`src/rtl/abb_pkg.sv`:
```
// Shared constants and types for the alpha bounding box block.
package abb_pkg;

    localparam int MAX_DIM         = 4096;
    localparam int DIM_W           = 13;
    localparam int SPAN_W          = 14;
    localparam int ALPHA_W         = 8;
    localparam int IDX_W           = 48;
    localparam int CODE_W          = 3;
    localparam int BLOCK_DIM       = 4;
    localparam int PIXELS_PER_BLK  = BLOCK_DIM * BLOCK_DIM;
    localparam int PAL_SIZE        = 8;
    localparam int QUEUE_DEPTH_DEF = 4;
    localparam int APB_DATA_W      = 32;
    localparam int APB_ADDR_W      = 4;

    // register indexes (byte address = 4 * index)
    localparam logic [1:0] REG_THRESHOLD = 2'd0;
    localparam logic [1:0] REG_WIDTH     = 2'd1;
    localparam logic [1:0] REG_HEIGHT    = 2'd2;
    localparam logic [1:0] REG_MODE      = 2'd3;

    typedef enum logic {
        MODE_BLOCK = 1'b0,
        MODE_PIXEL = 1'b1
    } t_mode;

    // configuration as seen by front and back, sizes already clamped
    typedef struct packed {
        logic [ALPHA_W-1:0] thr;
        logic [DIM_W-1:0]   width;
        logic [DIM_W-1:0]   height;
        t_mode              mode;
    } t_cfg;

    // classified item: which block columns and rows hold a passing pixel
    typedef struct packed {
        logic [DIM_W-1:0]     base_col;
        logic [DIM_W-1:0]     base_row;
        logic [BLOCK_DIM-1:0] col_mask;
        logic [BLOCK_DIM-1:0] row_mask;
        logic                 last;
    } t_entry;

endpackage

```
`src/rtl/abb_in_if.sv`:
```
// Input item channel: one alpha block or one alpha byte.
interface abb_in_if;
    import abb_pkg::*;

    logic               valid;
    logic               ready;
    logic [ALPHA_W-1:0] alpha_end0;
    logic [ALPHA_W-1:0] alpha_end1;
    logic [IDX_W-1:0]   alpha_indices;
    logic [ALPHA_W-1:0] pixel_alpha;

    modport source (
        output valid, alpha_end0, alpha_end1, alpha_indices, pixel_alpha,
        input  ready
    );
    modport sink (
        input  valid, alpha_end0, alpha_end1, alpha_indices, pixel_alpha,
        output ready
    );
endinterface

```
`src/rtl/abb_out_if.sv`:
```
// Result channel: crop box of one image.
interface abb_out_if;
    import abb_pkg::*;

    logic                     valid;
    logic                     ready;
    logic [DIM_W-1:0]         box_left;
    logic [DIM_W-1:0]         box_top;
    logic signed [SPAN_W-1:0] box_width;
    logic signed [SPAN_W-1:0] box_height;
    logic                     any_found;

    modport source (
        output valid, box_left, box_top, box_width, box_height, any_found,
        input  ready
    );
    modport sink (
        input  valid, box_left, box_top, box_width, box_height, any_found,
        output ready
    );
endinterface

```
`src/rtl/abb_front.sv`:
```
// Front end: takes items, decodes alpha, tracks the scan cursor.
module abb_front (
    input  logic           i_clk,
    input  logic           i_rst_n,
    input  abb_pkg::t_cfg  i_cfg,
    abb_in_if.sink         i_in,
    input  logic           i_full,
    output logic           o_push,
    output abb_pkg::t_entry o_entry
);
    import abb_pkg::*;

    localparam int PAL_W = 11;

    logic [DIM_W-1:0]     r_col, r_row, n_col, n_row;
    logic [DIM_W-1:0]     stride, col_step, row_step;
    logic                 take, last;
    logic [PAL_SIZE-1:0]  pal_pass;
    logic [BLOCK_DIM-1:0] col_ok, row_ok, col_mask, row_mask;

    assign i_in.ready = !i_full;
    assign take       = i_in.valid && !i_full;
    assign o_push     = take;

    // Palette compare without division: floor((x + r) / d) > t  <=>  x + r >= d * (t + 1)
    always_comb begin
        logic [PAL_W-1:0] a0, a1, lim7, lim5, x;
        a0   = PAL_W'(i_in.alpha_end0);
        a1   = PAL_W'(i_in.alpha_end1);
        lim7 = PAL_W'(i_cfg.thr) * PAL_W'(7) + PAL_W'(7);
        lim5 = PAL_W'(i_cfg.thr) * PAL_W'(5) + PAL_W'(5);
        x    = '0;
        pal_pass    = '0;
        pal_pass[0] = i_in.alpha_end0 > i_cfg.thr;
        pal_pass[1] = i_in.alpha_end1 > i_cfg.thr;
        if (i_in.alpha_end0 > i_in.alpha_end1) begin
            for (int k = 1; k <= 6; k++) begin
                x = PAL_W'(7 - k) * a0 + PAL_W'(k) * a1 + PAL_W'(3);
                pal_pass[k + 1] = x >= lim7;
            end
        end else begin
            for (int k = 1; k <= 4; k++) begin
                x = PAL_W'(5 - k) * a0 + PAL_W'(k) * a1 + PAL_W'(2);
                pal_pass[k + 1] = x >= lim5;
            end
            pal_pass[6] = 1'b0;                       // entry 0x00 never passes
            pal_pass[7] = i_cfg.thr != 8'hFF;         // entry 0xFF
        end
    end

    always_comb begin
        for (int c = 0; c < BLOCK_DIM; c++) begin
            col_ok[c] = (r_col + DIM_W'(c)) < i_cfg.width;
            row_ok[c] = (r_row + DIM_W'(c)) < i_cfg.height;
        end
        col_mask = '0;
        row_mask = '0;
        if (i_cfg.mode == MODE_BLOCK) begin
            for (int p = 0; p < PIXELS_PER_BLK; p++) begin
                if (pal_pass[i_in.alpha_indices[CODE_W*p +: CODE_W]]
                        && col_ok[p % BLOCK_DIM] && row_ok[p / BLOCK_DIM]) begin
                    col_mask[p % BLOCK_DIM] = 1'b1;
                    row_mask[p / BLOCK_DIM] = 1'b1;
                end
            end
        end else begin
            col_mask[0] = (i_in.pixel_alpha > i_cfg.thr) && col_ok[0] && row_ok[0];
            row_mask[0] = col_mask[0];
        end
    end

    // cursor advance; wrap at the right edge, image ends past the bottom
    always_comb begin
        stride   = (i_cfg.mode == MODE_BLOCK) ? DIM_W'(BLOCK_DIM) : DIM_W'(1);
        col_step = r_col + stride;
        row_step = r_row + stride;
        n_col    = r_col;
        n_row    = r_row;
        last     = 1'b0;
        if (col_step < i_cfg.width) begin
            n_col = col_step;
        end else if (row_step < i_cfg.height) begin
            n_col = '0;
            n_row = row_step;
        end else begin
            n_col = '0;
            n_row = '0;
            last  = 1'b1;
        end
    end

    always_ff @(posedge i_clk) begin
        if (!i_rst_n) begin
            r_col <= '0;
            r_row <= '0;
        end else if (take) begin
            r_col <= n_col;
            r_row <= n_row;
        end
    end

    assign o_entry = '{base_col: r_col, base_row: r_row,
                       col_mask: col_mask, row_mask: row_mask, last: last};

endmodule

```
`src/rtl/abb_queue.sv`:
```
// Short FIFO of classified items between front and back.
module abb_queue #(
    parameter int DEPTH = abb_pkg::QUEUE_DEPTH_DEF
) (
    input  logic            i_clk,
    input  logic            i_rst_n,
    input  logic            i_push,
    input  abb_pkg::t_entry i_data,
    output logic            o_full,
    input  logic            i_pop,
    output abb_pkg::t_entry o_data,
    output logic            o_empty
);
    import abb_pkg::*;

    localparam int PTR_W = (DEPTH > 1) ? $clog2(DEPTH) : 1;
    localparam int CNT_W = $clog2(DEPTH + 1);

    t_entry           r_mem [DEPTH];
    logic [PTR_W-1:0] r_wr, r_rd, n_wr, n_rd;
    logic [CNT_W-1:0] r_cnt, n_cnt;

    assign o_full  = r_cnt == CNT_W'(DEPTH);
    assign o_empty = r_cnt == '0;
    assign o_data  = r_mem[r_rd];

    always_comb begin
        n_wr  = r_wr;
        n_rd  = r_rd;
        n_cnt = r_cnt;
        if (i_push) begin
            n_wr = (r_wr == PTR_W'(DEPTH - 1)) ? '0 : r_wr + PTR_W'(1);
        end
        if (i_pop) begin
            n_rd = (r_rd == PTR_W'(DEPTH - 1)) ? '0 : r_rd + PTR_W'(1);
        end
        if (i_push && !i_pop) begin
            n_cnt = r_cnt + CNT_W'(1);
        end else if (i_pop && !i_push) begin
            n_cnt = r_cnt - CNT_W'(1);
        end
    end

    always_ff @(posedge i_clk) begin
        if (!i_rst_n) begin
            r_wr  <= '0;
            r_rd  <= '0;
            r_cnt <= '0;
        end else begin
            r_wr  <= n_wr;
            r_rd  <= n_rd;
            r_cnt <= n_cnt;
        end
    end

    always_ff @(posedge i_clk) begin
        if (i_push) begin
            r_mem[r_wr] <= i_data;
        end
    end

endmodule

```
`src/rtl/abb_back.sv`:
```
// Back end: folds classified items into the box and emits the result.
module abb_back (
    input  logic            i_clk,
    input  logic            i_rst_n,
    input  abb_pkg::t_cfg   i_cfg,
    input  abb_pkg::t_entry i_entry,
    input  logic            i_empty,
    output logic            o_pop,
    abb_out_if.source       o_out
);
    import abb_pkg::*;

    function automatic logic [1:0] low_idx(logic [BLOCK_DIM-1:0] m);
        logic [1:0] r;
        r = 2'(BLOCK_DIM - 1);
        for (int i = BLOCK_DIM - 1; i >= 0; i--) begin
            if (m[i]) r = 2'(i);
        end
        return r;
    endfunction

    function automatic logic [1:0] high_idx(logic [BLOCK_DIM-1:0] m);
        logic [1:0] r;
        r = '0;
        for (int i = 0; i < BLOCK_DIM; i++) begin
            if (m[i]) r = 2'(i);
        end
        return r;
    endfunction

    logic [DIM_W-1:0]  r_min_col, r_max_col, r_min_row, r_max_row;
    logic [DIM_W-1:0]  n_min_col, n_max_col, n_min_row, n_max_row;
    logic              r_seen, n_seen;
    logic [DIM_W-1:0]  it_min_col, it_max_col, it_min_row, it_max_row;
    logic              it_any;

    logic                     r_out_valid;
    logic [DIM_W-1:0]         r_left, r_top, n_left, n_top;
    logic signed [SPAN_W-1:0] r_bw, r_bh, n_bw, n_bh;
    logic                     r_found;

    // a final item waits while the previous result is still unclaimed
    assign o_pop = !i_empty && (!i_entry.last || !r_out_valid || o_out.ready);

    always_comb begin
        it_any     = |i_entry.col_mask;
        it_min_col = i_entry.base_col + DIM_W'(low_idx(i_entry.col_mask));
        it_max_col = i_entry.base_col + DIM_W'(high_idx(i_entry.col_mask));
        it_min_row = i_entry.base_row + DIM_W'(low_idx(i_entry.row_mask));
        it_max_row = i_entry.base_row + DIM_W'(high_idx(i_entry.row_mask));

        n_min_col = r_min_col;
        n_max_col = r_max_col;
        n_min_row = r_min_row;
        n_max_row = r_max_row;
        n_seen    = r_seen | it_any;
        if (it_any) begin
            if (it_min_col < r_min_col) n_min_col = it_min_col;
            if (it_max_col > r_max_col) n_max_col = it_max_col;
            if (it_min_row < r_min_row) n_min_row = it_min_row;
            if (it_max_row > r_max_row) n_max_row = it_max_row;
        end

        if (n_seen) begin
            n_left = n_min_col;
            n_top  = n_min_row;
            n_bw   = SPAN_W'({1'b0, n_max_col}) + SPAN_W'(1) - SPAN_W'({1'b0, n_min_col});
            n_bh   = SPAN_W'({1'b0, n_max_row}) + SPAN_W'(1) - SPAN_W'({1'b0, n_min_row});
        end else begin
            n_left = i_cfg.width;
            n_top  = i_cfg.height;
            n_bw   = SPAN_W'(0) - SPAN_W'({1'b0, i_cfg.width});
            n_bh   = SPAN_W'(0) - SPAN_W'({1'b0, i_cfg.height});
        end
    end

    always_ff @(posedge i_clk) begin
        if (!i_rst_n) begin
            r_min_col <= '1;
            r_max_col <= '0;
            r_min_row <= '1;
            r_max_row <= '0;
            r_seen    <= 1'b0;
        end else if (o_pop) begin
            if (i_entry.last) begin
                r_min_col <= '1;
                r_max_col <= '0;
                r_min_row <= '1;
                r_max_row <= '0;
                r_seen    <= 1'b0;
            end else begin
                r_min_col <= n_min_col;
                r_max_col <= n_max_col;
                r_min_row <= n_min_row;
                r_max_row <= n_max_row;
                r_seen    <= n_seen;
            end
        end
    end

    always_ff @(posedge i_clk) begin
        if (!i_rst_n) begin
            r_out_valid <= 1'b0;
        end else if (o_pop && i_entry.last) begin
            r_out_valid <= 1'b1;
        end else if (o_out.ready) begin
            r_out_valid <= 1'b0;
        end
    end

    always_ff @(posedge i_clk) begin
        if (o_pop && i_entry.last) begin
            r_left  <= n_left;
            r_top   <= n_top;
            r_bw    <= n_bw;
            r_bh    <= n_bh;
            r_found <= n_seen;
        end
    end

    assign o_out.valid      = r_out_valid;
    assign o_out.box_left   = r_left;
    assign o_out.box_top    = r_top;
    assign o_out.box_width  = r_bw;
    assign o_out.box_height = r_bh;
    assign o_out.any_found  = r_found;

endmodule

```
`src/rtl/alpha_bounding_box_bc3.sv`:
```
// Top level of the alpha crop-box finder with BC3 alpha block decode.
//
//  channel  | dir | handshake            | carries
//  ---------+-----+----------------------+------------------------------------------
//  i_in     | in  | valid/ready          | alpha_end0, alpha_end1, alpha_indices,
//           |     |                      | pixel_alpha
//  o_out    | out | valid/ready          | box_left, box_top, box_width, box_height,
//           |     |                      | any_found
//  apb      | in  | psel/penable, pready | four config registers at 0x0..0xC
//
// One item per cycle when the queue has room; the front decodes 16 pixels at once.
// The last item of an image passes the item queue, then the result register.
// The item queue (QUEUE_DEPTH entries) lets the front keep taking items while
// a result waits; input stalls only when the queue fills.
// Synchronous reset clears the cursor, the box and the queue; no clearing pass.
module alpha_bounding_box_bc3 #(
    parameter int QUEUE_DEPTH = abb_pkg::QUEUE_DEPTH_DEF
) (
    input  logic                           i_clk,
    input  logic                           i_rst_n,
    abb_in_if.sink                         i_in,
    abb_out_if.source                      o_out,
    input  logic                           psel,
    input  logic                           penable,
    input  logic                           pwrite,
    input  logic [abb_pkg::APB_ADDR_W-1:0] paddr,
    input  logic [abb_pkg::APB_DATA_W-1:0] pwdata,
    output logic [abb_pkg::APB_DATA_W-1:0] prdata,
    output logic                           pready
);
    import abb_pkg::*;

    logic [ALPHA_W-1:0] r_thr;
    logic [DIM_W-1:0]   r_width, r_height;
    t_mode              r_mode;
    logic               wr_en;
    logic [1:0]         reg_idx;
    t_cfg               cfg;
    logic               q_push, q_pop, q_full, q_empty;
    t_entry             q_in, q_out;

    assign pready  = 1'b1;
    assign reg_idx = paddr[3:2];
    assign wr_en   = psel && penable && pwrite;

    always_ff @(posedge i_clk) begin
        if (!i_rst_n) begin
            r_thr    <= '0;
            r_width  <= DIM_W'(64);
            r_height <= DIM_W'(64);
            r_mode   <= MODE_BLOCK;
        end else if (wr_en) begin
            unique case (reg_idx)
                REG_THRESHOLD: r_thr    <= pwdata[ALPHA_W-1:0];
                REG_WIDTH:     r_width  <= pwdata[DIM_W-1:0];
                REG_HEIGHT:    r_height <= pwdata[DIM_W-1:0];
                REG_MODE:      r_mode   <= t_mode'(pwdata[0]);
                default:       ;
            endcase
        end
    end

    always_comb begin
        prdata = '0;
        unique case (reg_idx)
            REG_THRESHOLD: prdata = APB_DATA_W'(r_thr);
            REG_WIDTH:     prdata = APB_DATA_W'(r_width);
            REG_HEIGHT:    prdata = APB_DATA_W'(r_height);
            REG_MODE:      prdata = APB_DATA_W'(r_mode);
            default:       prdata = '0;
        endcase
    end

    // zero size acts as one, oversize as the maximum
    always_comb begin
        cfg.thr  = r_thr;
        cfg.mode = r_mode;
        if (r_width == '0) begin
            cfg.width = DIM_W'(1);
        end else if (r_width > DIM_W'(MAX_DIM)) begin
            cfg.width = DIM_W'(MAX_DIM);
        end else begin
            cfg.width = r_width;
        end
        if (r_height == '0) begin
            cfg.height = DIM_W'(1);
        end else if (r_height > DIM_W'(MAX_DIM)) begin
            cfg.height = DIM_W'(MAX_DIM);
        end else begin
            cfg.height = r_height;
        end
    end

    abb_front u_front (
        .i_clk   (i_clk),
        .i_rst_n (i_rst_n),
        .i_cfg   (cfg),
        .i_in    (i_in),
        .i_full  (q_full),
        .o_push  (q_push),
        .o_entry (q_in)
    );

    abb_queue #(
        .DEPTH (QUEUE_DEPTH)
    ) u_queue (
        .i_clk   (i_clk),
        .i_rst_n (i_rst_n),
        .i_push  (q_push),
        .i_data  (q_in),
        .o_full  (q_full),
        .i_pop   (q_pop),
        .o_data  (q_out),
        .o_empty (q_empty)
    );

    abb_back u_back (
        .i_clk   (i_clk),
        .i_rst_n (i_rst_n),
        .i_cfg   (cfg),
        .i_entry (q_out),
        .i_empty (q_empty),
        .o_pop   (q_pop),
        .o_out   (o_out)
    );

endmodule

```
`src/flat_wrapper.sv`:
```
// flat-port wrapper written by rule: the top's interface ports become plain ports
module alpha_bounding_box_bc3_flat import abb_pkg::*;
#(
    parameter int QUEUE_DEPTH = abb_pkg::QUEUE_DEPTH_DEF
)
  (i_clk, i_rst_n, psel, penable, pwrite, paddr, pwdata, prdata, pready, i_in_valid, i_in_alpha_end0, i_in_alpha_end1, i_in_alpha_indices, i_in_pixel_alpha, i_in_ready, o_out_valid, o_out_box_left, o_out_box_top, o_out_box_width, o_out_box_height, o_out_any_found, o_out_ready);
  abb_in_if i_in_i ();
  abb_out_if o_out_i ();
  input  logic i_clk;
  input  logic i_rst_n;
  input  logic psel;
  input  logic penable;
  input  logic pwrite;
  input  logic [abb_pkg::APB_ADDR_W-1:0] paddr;
  input  logic [abb_pkg::APB_DATA_W-1:0] pwdata;
  output logic [abb_pkg::APB_DATA_W-1:0] prdata;
  output logic pready;
  input wire logic [$bits(i_in_i.valid)-1:0] i_in_valid;
  input wire logic [$bits(i_in_i.alpha_end0)-1:0] i_in_alpha_end0;
  input wire logic [$bits(i_in_i.alpha_end1)-1:0] i_in_alpha_end1;
  input wire logic [$bits(i_in_i.alpha_indices)-1:0] i_in_alpha_indices;
  input wire logic [$bits(i_in_i.pixel_alpha)-1:0] i_in_pixel_alpha;
  output wire logic [$bits(i_in_i.ready)-1:0] i_in_ready;
  output wire logic [$bits(o_out_i.valid)-1:0] o_out_valid;
  output wire logic [$bits(o_out_i.box_left)-1:0] o_out_box_left;
  output wire logic [$bits(o_out_i.box_top)-1:0] o_out_box_top;
  output wire logic [$bits(o_out_i.box_width)-1:0] o_out_box_width;
  output wire logic [$bits(o_out_i.box_height)-1:0] o_out_box_height;
  output wire logic [$bits(o_out_i.any_found)-1:0] o_out_any_found;
  input wire logic [$bits(o_out_i.ready)-1:0] o_out_ready;
  assign i_in_i.valid = i_in_valid;
  assign i_in_i.alpha_end0 = i_in_alpha_end0;
  assign i_in_i.alpha_end1 = i_in_alpha_end1;
  assign i_in_i.alpha_indices = i_in_alpha_indices;
  assign i_in_i.pixel_alpha = i_in_pixel_alpha;
  assign i_in_ready = i_in_i.ready;
  assign o_out_valid = o_out_i.valid;
  assign o_out_box_left = o_out_i.box_left;
  assign o_out_box_top = o_out_i.box_top;
  assign o_out_box_width = o_out_i.box_width;
  assign o_out_box_height = o_out_i.box_height;
  assign o_out_any_found = o_out_i.any_found;
  assign o_out_i.ready = o_out_ready;
  alpha_bounding_box_bc3 #(.QUEUE_DEPTH(QUEUE_DEPTH)) u_core (.i_clk(i_clk), .i_rst_n(i_rst_n), .i_in(i_in_i), .o_out(o_out_i), .psel(psel), .penable(penable), .pwrite(pwrite), .paddr(paddr), .pwdata(pwdata), .prdata(prdata), .pready(pready));
endmodule
```
`config.mk`:
```
export PLATFORM = sky130hd
export DESIGN_NAME = alpha_bounding_box_bc3_flat
export DESIGN_NICKNAME = d
export VERILOG_FILES = /design/src/rtl/abb_pkg.sv /design/src/rtl/abb_in_if.sv /design/src/rtl/abb_out_if.sv /design/src/rtl/abb_front.sv /design/src/rtl/abb_queue.sv /design/src/rtl/abb_back.sv /design/src/rtl/alpha_bounding_box_bc3.sv /design/src/flat_wrapper.sv
export SDC_FILE = /design/constraint.sdc
export NUM_CORES = 1
export LEC_CHECK = 0
export BUFFER_PORTS_ARGS = -buffer_cell sky130_fd_sc_hd__buf_2
export CAP_MARGIN = 5
export CORE_MARGIN = 1
export CORE_UTILIZATION = 63
export DETAILED_ROUTE_END_ITERATION = 12
export GPL_TIMING_DRIVEN = 0
export PLACE_DENSITY = 0.88
export SYNTH_ARGS = -nofsm -noshare
export SYNTH_HDL_FRONTEND = slang
export SYNTH_SLANG_ARGS = --single-unit
export TNS_END_PERCENT = 100
```
`constraint.sdc`:
```
create_clock -name i_clk -period 11 [get_ports i_clk]
set_clock_uncertainty 0.1 [all_clocks]
set_input_delay 3.3 -clock i_clk [delete_from_list [all_inputs] [get_ports i_clk]]
set_output_delay 3.3 -clock i_clk [all_outputs]
set_load 0.05 [all_outputs]
```
Yosys cells after proc, flatten, opt, wreduce, memory -nomap -nowiden
Memory sizes are Yosys's and may differ from the RTL's. A register that Yosys moved wholly into a read port is not among the register bits.
Index checks and enable logic that the tools add are counted.
- $add $sub $neg: 44
- $mul: 8
- $lt $le $gt $ge: 46
- eq/ne operators: 7
- mux-type cells: 117
- bitwise operators: 2
- reductions and logical operators: 61
- operator list (cell ; count):
    $mux W13 ; 20
    $lt A13 B13 Y1 ; 12
    $pmux W32 S4 ; 1
    $add A11 B2 Y11 const B ; 10
    $ge A11 B11 Y1 ; 10
    $lt A3 B4 Y1 const B ; 16
    $mux W1 ; 60
    $add A13 B2 Y13 ; 4
    $add A13 B2 Y13 const B ; 4
    $bmux W1 S3 ; 16
    $logic_and A1 B1 Y1 ; 41
    $mul A2 B8 Y10 const A ; 4
    $gt A8 B8 Y1 ; 4
    $add A13 B1 Y14 const B ; 2
    $mux W14 ; 2
    $sub A1 B13 Y14 const A ; 2
    $sub A14 B13 Y14 ; 2
    $add A13 B1 Y13 const B ; 2
    $add A13 B3 Y13 ; 2
    $gt A13 B13 Y1 ; 2
    $gt A13 B13 Y1 const B ; 2
    $logic_not A13 Y1 ; 2
    $mux W2 ; 12
    $add A10 B10 Y11 ; 2
    29 further kinds ; 51
- flip-flop bits (word level): 177
- memory bits (writable): 140
- input bits: 115
- output and inout port bits: 90
- word-level logic and storage cells: 306
- memories: 1
- memories (memory ; depth ; width ; rd ports ; clocked after memory_dff ; wr ports ; line ; RTL):
    u_core.u_queue.r_mem ; 4 ; 35 ; 1 ; 1 ; 1 ; abb_queue.sv:19 ; t_entry r_mem [DEPTH];

Logic depth before layout (Yosys ltp)
Gate-level depths: netlist (run 1).
- word-level depth: 14
- depth in mapped cells: 39
- gate-level depth less buffers: 34

Cells and area by module
From an unflattened synthesis (run 1), not the netlist that was laid out.
- cell total of the unflattened synthesis: 3272
- area, all modules: 31398.9 µm²
- modules (own cells, without submodules) (module ; instances ; cells each ; area an instance (µm²) ; seq. area each (µm²)):
    abb_front ; 1 ; 1806 ; 14895.5 ; 520.5
    abb_back ; 1 ; 1016 ; 8999.9 ; 2732.6
    abb_queue ; 1 ; 227 ; 5560.3 ; 4384.2
    alpha_bounding_box_bc3 ; 1 ; 223 ; 1943.1 ; 700.7

Worst setup path after synthesis (run 1)
OpenSTA, ideal clock, no wires.
- path kind: input to register
- from: input i_in_alpha_end0[0]
- to: memory u_core.u_queue.r_mem[0][8] (netlist name) (data pin)
- setup time: 0.298 ns
- arrival: 8.157 ns
- required time: 10.602 ns
- slack: 2.445 ns
- cell stages on the path: 25
- path buffers: 1
- cell sequence: ha_1 inv_1 fa_1 inv_1 ha_1 ha_1 fa_1 a21o_1 a21oi_1 o21bai_1 a21oi_1 nor2b_1 o21ai_0 nand2b_1 ha_1 nand4_1 a21oi_1 a2111oi_0 o41ai_1 mux2_2 clkbuf_1 mux4_1 a22oi_1 or3_1 a41oi_1
- RTL lines (item ; line ; RTL):
    from (decl) ; flat_wrapper.sv:19 ; input wire logic [$bits(i_in_i.alpha_end0)-1:0] i_in_alpha_end0;
    to (decl) ; abb_queue.sv:19 ;

==> metrics.yaml, run 1 <==
final_layout:
  multi_input_area_um2: 21000
  seq_area_um2: 8340
  fillers: 3376
  nNetsFinal: 4202
  final_cell_area_um2: 33600
  area.growth.synth_to_final_pct: 9.31
  layout-drive-gt1-share: 0.0962
setup_path:
  start_kind: "input pin"
  crit_path_end_kind: "flop"
  arrival_ns: 10.18
  crit_end: "u_core.u_queue.r_mem[3][4]"
  cp_max_fo: 12
  path_class: "input pin to flop"
  rr_endpoint: "u_core.u_back.o_out.box_height[13]"
  critical_path_required_ns: 11.10
  ff2ff_path_depth: 35
  ff2ff_setup_slack_ns: 1.02
  crit_path_start: "i_in_alpha_end0[0]"
sta:
  maxSlewViolCount: 0
  relSlewSlack: 0.0625
  rsz0062_at_grt: "no"
  max_slew.worst_pin.slew_ns: 1.39
  period_share: 0.916
  finalSetupTns_ns: 0
  hold_violations: 0
  setup_viol: 0
  fmax_ghz: 0.0992
  post-route-min-period_ns: 10.08
pwr:
  p_leak_nw: 15.2
  worst_ir_drop_vdd_mv: 0.222
  p_per_area_nw_per_um2: 285
grt:
  grt.overflow.total: 0
  grt_pass1_vias: 25900
  busiest_layer: "met2"
  grt_util_met3: 0.0694
  grt_start_max_net_pins: 36
  track_usage: 0.355
  met1_usage: 0.444
  met2_usage: 0.579
  antenna_found_initial: 4
  grt_pass1_wl_mm: 138
logic_synthesis:
  ys_seq_area_frac: 0.272
  synth_area_leaders: "ha_1 23%, edfxtp_1 19%, dfxtp_1 8.1%, xnor2_1 4.5%, nand2_1 3.6%"
  synth_edf_count: 195
  netlist_area_um2: 30700
  ys_async_sr_fraction: 0
  synth_top_area_share: 0.234
  synth_ff_type: "edfxtp_1"
  synthTopCellsByCount: "573 x ha_1, 291 x nand2_1, 241 x inv_1, 195 x edfxtp_1, 189 x nor2_1"
  netlist_instances: 3261
  synth_most_common_cell: "ha_1"
  yosys_warnings: 0
  ys_types: 83
  avgSynthCellArea_um2: 9.41
  yosysTopAreaCell: "ha_1"
  ys_ff_latch: 319
clocking:
  ctsResizeCount: 0
  clkLatencyLatePin_ns: 0.53
  hold_buffers: 0
  cts_setup_buffers: 0
  clock-sinks: 319
  ctsHtreeMaxLevel: 2
  clockBufferDepth: 3
  numCtsBuffers: 34
  cts_tree: "done"
  root_buffer: "clkbuf_16"
  cts.clk_slew.worst_paths_ns: 0.06
place:
  portBuffers: 160
  gp_congestion: 0.977
  place_area_um2: 32400
  dpl.hpwl_mm: 68.3
route:
  routedWlPerCell_um: 21.6
  vias: 26600
  routed_wl_mm: 88.8
  first_pass_iters: 7
  avgViaCountPerCell: 6.46
  drc: 0
  drtIter0Drc: 2862
  ant_nets: 0
die:
  rows: 80
  die_h_um: 223
  ios: 205
  core_area_um2: 47900
  die_x_um: 223
  start_util: 0.640
  die-area_um2: 49600
outcome:
  status: "complete, no violations"
job:
  drv_cap: 0
hold_path:
  holdCritStartpoint: "u_core.u_back.r_seen"
  worstHoldPathType: "flop to flop"
==> registers in the layout (all words and copies together), names as in the netlist, 13 cells and up, named ones only <==
signal                          count
u_core.r_height                    13
u_core.u_back.o_out.box_top        13
u_core.u_back.o_out.box_left       13
u_core.u_front.r_row               13
u_core.r_width                     13
u_core.u_back.o_out.box_width      14
u_core.u_back.o_out.box_height     14
u_core.u_back.r_max_row            13
u_core.u_front.r_col               13
u_core.u_queue.r_mem              140
u_core.u_back.r_max_col            13
u_core.u_back.r_min_col            13
u_core.u_back.r_min_row            13
==> layer usage <==
metal	vias to the layer above	part of all wire
li1	12300	-
met1	12400	0.38
met2	1596	0.45
met3	341	0.11
met4	4	0.059
met5	-	0.00026
==> final cells by class <==
| type | count | area share |
|---|---|---|
| Clock buffer | 43 | 0.0283 |
| Sequential cell | 319 | 0.249 |
| Buffer | 120 | 0.0169 |
| Antenna cell | 1 | 0.0000746 |
| Timing Repair Buffer | 162 | 0.0253 |
| Inverter | 242 | 0.0271 |
| Multi-Input combinational cell | 2598 | 0.625 |
| Clock inverter | 19 | 0.00608 |
| Tap cell | 615 | 0.0229 |
==> through the flow <==
step                      worst slack [ns]  total power (W)   util  hold WS, ns  instances
after floorplan                       2.45          0.00657      -        0.341       3279
after global placement               0.404          0.00793  0.674        0.347       4054
after detailed placement             0.635          0.00814  0.676        0.353       4056
after CTS                             1.17          0.00939  0.700        0.368       4118
after global routing                 0.655           0.0102  0.700        0.394       4118
final                                0.919          0.00957  0.700        0.369       4119
==> cell families (layout without fill, tap and decap cells) <==
logic type      Yosys count  in the layout  synth area share
simple gates            825            825             0.126
compound gates          773            773             0.166
fa+ha+maj               610            610             0.258
buf+inv                 362            586            0.0481
flops                   319            319             0.272
xor+xnor                267            267            0.0762
mux                     103            103            0.0538
other cells               2             21          0.000245
==> power breakdown <==
| group | switching [W] | internal [W] |
|---|---|---|
| combinational | 0.00401 | 0.00248 |
| clock | 0.000488 | 0.000708 |
| sequential | 0.0000909 | 0.00179 |
| total | 0.00458 | 0.00498 |
==> placed cells by master (no fill, tap or decap), types with 9 or more instances in the layout <==
| master | instances |
|---|---|
| nand4_1 | 48 |
| a211o_1 | 12 |
| nor3_1 | 47 |
| xor2_1 | 110 |
| xnor2_1 | 157 |
| and3_1 | 11 |
| a21boi_0 | 40 |
| buf_2 | 173 |
| edfxtp_1 | 195 |
| o31ai_1 | 9 |
| ha_1 | 573 |
| dfxtp_1 | 124 |
| o211ai_1 | 36 |
| or3_1 | 12 |
| nor2_1 | 188 |
| mux4_2 | 42 |
| inv_1 | 241 |
| buf_4 | 21 |
| nor2b_1 | 62 |
| o21a_1 | 35 |
| fa_1 | 37 |
| a21o_1 | 80 |
| nand2_1 | 291 |
| nand3_1 | 70 |
| o21bai_1 | 49 |
| nor4_1 | 12 |
| nand2b_1 | 30 |
| a31oi_1 | 17 |
| or2_2 | 14 |
| clkbuf_16 | 37 |
| clkbuf_1 | 78 |
| buf_1 | 11 |
| conb_1 | 20 |
| and2_1 | 13 |
| a211oi_1 | 26 |
| mux2i_1 | 49 |
| a22o_1 | 38 |
| a21oi_1 | 185 |
| o21ai_0 | 166 |
| a2111oi_0 | 14 |
==> how the worst min path moves through the flow <==
stage / endpoint / depth (start not counted) / slack [ns]
2_1_floorplan: u_core.u_back.r_seen / 1 / 0.34
5_1_grt: u_core.u_back.r_max_col[6] / 1 / 0.39
3_5_place_dp: u_core.u_back.r_seen / 1 / 0.35
6_report: u_core.u_back.r_seen / 1 / 0.37
3_3_place_gp: u_core.u_back.r_seen / 1 / 0.35
4_1_cts: u_core.u_back.r_seen / 1 / 0.37
==> worst max-delay path, cell delays in order <==
cell and delay [ns]:
buf_2 0.34, inv_1 0.36, ha_1 0.40, inv_1 0.13, ha_1 0.23, a21o_1 0.18
a21oi_1 0.22, o21bai_1 0.09, a21oi_1 0.23, nor2b_1 0.09, o21a_1 0.18, o21ai_0 0.15
nand2b_1 0.09, a21oi_1 0.22, xnor2_1 0.10, ha_1 0.30, nand4_1 0.14, o41ai_1 1.16
mux2_2 0.40, clkbuf_1 0.35, mux4_1 0.31, a22oi_1 0.10, or3_1 0.35, a41oi_1 0.75
Note: power is estimated with default switching activity, not from simulation.
==> run 2: changes to the inputs <==
--- a/config.mk
+++ b/config.mk
@@ -7,11 +7,11 @@
 export LEC_CHECK = 0
 export BUFFER_PORTS_ARGS = -buffer_cell sky130_fd_sc_hd__buf_2
 export CAP_MARGIN = 5
-export CORE_MARGIN = 1
+export CORE_MARGIN = 10
 export CORE_UTILIZATION = 63
 export DETAILED_ROUTE_END_ITERATION = 12
 export GPL_TIMING_DRIVEN = 0
-export PLACE_DENSITY = 0.88
+export PLACE_DENSITY_LB_ADDON = 0.1
 export SYNTH_ARGS = -nofsm -noshare
 export SYNTH_HDL_FRONTEND = slang
 export SYNTH_SLANG_ARGS = --single-unit
==> metrics.yaml, run 2 (synthesis gave the netlist of run 1 again) <==
outcome:
  status: "complete, no violations"  # unchanged
route:
  avgViaCountPerCell: 6.38  # was 6.46
  vias: 26300  # was 26600
  drc: 0  # unchanged
  routed_wl_mm: 94.2  # was 88.8 mm
  first_pass_iters: 6  # was 7
  drtIter0Drc: 2463  # was 2862
  routedWlPerCell_um: 22.9  # was 21.6 um
  ant_nets: 0  # unchanged
setup_path:
  crit_path_start: "i_in_alpha_end0[1]"  # was i_in_alpha_end0[0]
  start_kind: "input pin"  # unchanged
  arrival_ns: 10.22  # was 10.18 ns
  ff2ff_path_depth: 38  # was 35
  ff2ff_setup_slack_ns: 1.15  # was 1.02 ns
  crit_end: "u_core.u_queue.r_mem[1][4]"  # was u_core.u_queue.r_mem[3][4]
  cp_max_fo: 12  # unchanged
  rr_endpoint: "u_core.u_back.o_out.box_height[13]"  # unchanged
  crit_path_end_kind: "flop"  # unchanged
  path_class: "input pin to flop"  # unchanged
  critical_path_required_ns: 11.14  # was 11.10 ns
sta:
  hold_violations: 0  # unchanged
  max_slew.worst_pin.slew_ns: 1.19  # was 1.39 ns
  maxSlewViolCount: 0  # unchanged
  rsz0062_at_grt: "no"  # unchanged
  period_share: 0.916  # about the same
  setup_viol: 0  # unchanged
  post-route-min-period_ns: 10.08  # about the same
  relSlewSlack: 0.200  # was 0.0625
  setup_ws_ns: 0.922  # was 0.919 ns
  finalSetupTns_ns: 0  # unchanged
  fmax_ghz: 0.0992  # about the same
clocking:
  ctsHtreeMaxLevel: 1  # was 2
  cts.clk_slew.worst_paths_ns: 0.06  # about the same
  clkLatencyLatePin_ns: 0.59  # was 0.53 ns
  clock-sinks: 319  # unchanged
  numCtsBuffers: 30  # was 34
  hold_buffers: 0  # unchanged
  clockBufferDepth: 3  # unchanged
  cts_tree: "done"  # unchanged
  ctsResizeCount: 0  # unchanged
  cts_setup_buffers: 0  # unchanged
  root_buffer: "clkbuf_16"  # unchanged
grt:
  grt_pass1_vias: 26000  # was 25900
  track_usage: 0.319  # was 0.355
  grt_pass1_wl_mm: 144  # was 138 mm
  grt_start_max_net_pins: 39  # was 36
  antenna_found_initial: 2  # was 4
  grt.overflow.total: 0  # unchanged
final_layout:
  largest_reg_flops: 140  # unchanged
  fillers: 3761  # was 3376
  max_flop_register: "u_core.u_queue.r_mem"  # unchanged
  nNetsFinal: 4204  # was 4202
  layout_commonest_cell: "ha_1"  # unchanged
  layout-drive-gt1-share: 0.0968  # was 0.0962
  seq_area_um2: 8340  # unchanged
  area.growth.synth_to_final_pct: 9.20  # was 9.31%
  multi_input_area_um2: 21000  # about the same
  final_cell_area_um2: 33500  # was 33600 um^2
  layout_common_cells: "573 x ha_1, 291 x nand2_1, 241 x inv_1"  # unchanged
hold_path:
  worstHoldPathType: "flop to flop"  # unchanged
pwr:
  p_sw_frac: 0.483  # was 0.479
  pwr-share-seq: 0.198  # was 0.197
  worst_ir_drop_vdd_mv: 0.240  # was 0.222 mV
  switchingPower_w: 0.00459  # was 0.00458 W
  pwr-share-clk: 0.118  # was 0.125
  power.internal_w: 0.00492  # was 0.00498 W
  p_leak_nw: 15.1  # was 15.2 nW
  p_per_area_nw_per_um2: 284  # was 285 nW/um^2
  combinationalPowerShare: 0.684  # was 0.678
place:
  dpl.hpwl_mm: 75.4  # was 68.3 mm
  portBuffers: 160  # unchanged
  dp_slack_ns: 0.466  # was 0.635 ns
  gp_congestion: 0.993  # was 0.977
  place_area_um2: 32500  # was 32400 um^2
die:
  rows: 80  # unchanged
  start_util: 0.640  # unchanged
  ios: 205  # unchanged
  die_x_um: 241  # was 223 um
  die-area_um2: 57900  # was 49600 um^2
  core_area_um2: 47900  # unchanged
  die_h_um: 241  # was 223 um
job:
  drv_cap: 0  # unchanged
==> run 2: layout make-up <==
cell class,count,area share
timing repair buffer,168,0.0273
clock buffer,39,0.0243
clock inverter,17,0.00702
sequential,319,0.249
inverter,242,0.0271
multi-input combinational,2598,0.625
tap,615,0.0230
buffer,120,0.0169
antenna,3,0.000224
==> run 2: per-layer routing <==
metal  global-route usage  vias to the layer above  share of wire  wire [um]
li1                     -                    12300              -          -
met1                0.400                    12600           0.41      38300
met2                0.541                     1213           0.47      44100
met3               0.0447                      257          0.080       7550
met4                0.137                        0          0.045       4270
met5                    0                        -              0          0
==> run 2: worst min path at each step <==
stage	start	end	slack (ns)	cells past startpoint
6_report	u_core.u_back.r_max_col[3]	u_core.u_back.r_max_col[3]	0.37	1
5_1_grt	u_core.u_back.r_max_col[6]	u_core.u_back.r_max_col[6]	0.39	1
4_1_cts	u_core.u_back.r_max_row[7]	u_core.u_back.r_max_row[7]	0.38	1
3_5_place_dp	u_core.u_back.r_max_col[4]	u_core.u_back.r_max_col[4]	0.36	1
3_3_place_gp	u_core.u_back.r_seen	u_core.u_back.r_seen	0.35	1
2_1_floorplan	u_core.u_back.r_seen	u_core.u_back.r_seen	0.34	1
==> run 2: power by group through the flow <==
stage                     Sequential, W  Combinational (W)  Clock [W]
after detailed placement        0.00190            0.00634          0
after floorplan                 0.00228            0.00429          0
after CTS                       0.00188            0.00640    0.00112
after global routing            0.00190            0.00710    0.00117
after global placement          0.00191            0.00612          0
final                           0.00188            0.00650    0.00112
==> run 2: metrics by stage <==
| stage | cells | hold WS [ns] | util | total power, W |
|---|---|---|---|---|
| finish | 4121 | 0.371 | 0.699 | 0.00950 |
| global route | 4118 | 0.388 | 0.699 | 0.0102 |
| CTS | 4117 | 0.377 | 0.699 | 0.00940 |
| detailed placement | 4061 | 0.358 | 0.677 | 0.00824 |
| global placement | 4054 | 0.347 | 0.674 | 0.00803 |
| floorplan | 3279 | 0.341 | - | 0.00657 |
==> run 2: critical path: stages <==
cell	delay, ns
buf_2	0.33
ha_1	0.32
inv_1	0.07
fa_1	0.40
inv_1	0.07
a21oi_1	0.06
o21bai_1	0.22
xor2_1	0.34
ha_1	0.31
ha_1	0.34
a21oi_1	0.23
o21bai_1	0.09
a21oi_1	0.25
nor2b_1	0.07
o21ai_0	0.18
nand2b_1	0.09
ha_1	0.32
nand4_1	0.13
o41ai_1	0.69
mux2_2	0.35
clkbuf_1	0.42
mux4_1	0.33
a22oi_1	0.09
or3_1	0.34
a41oi_1	0.86
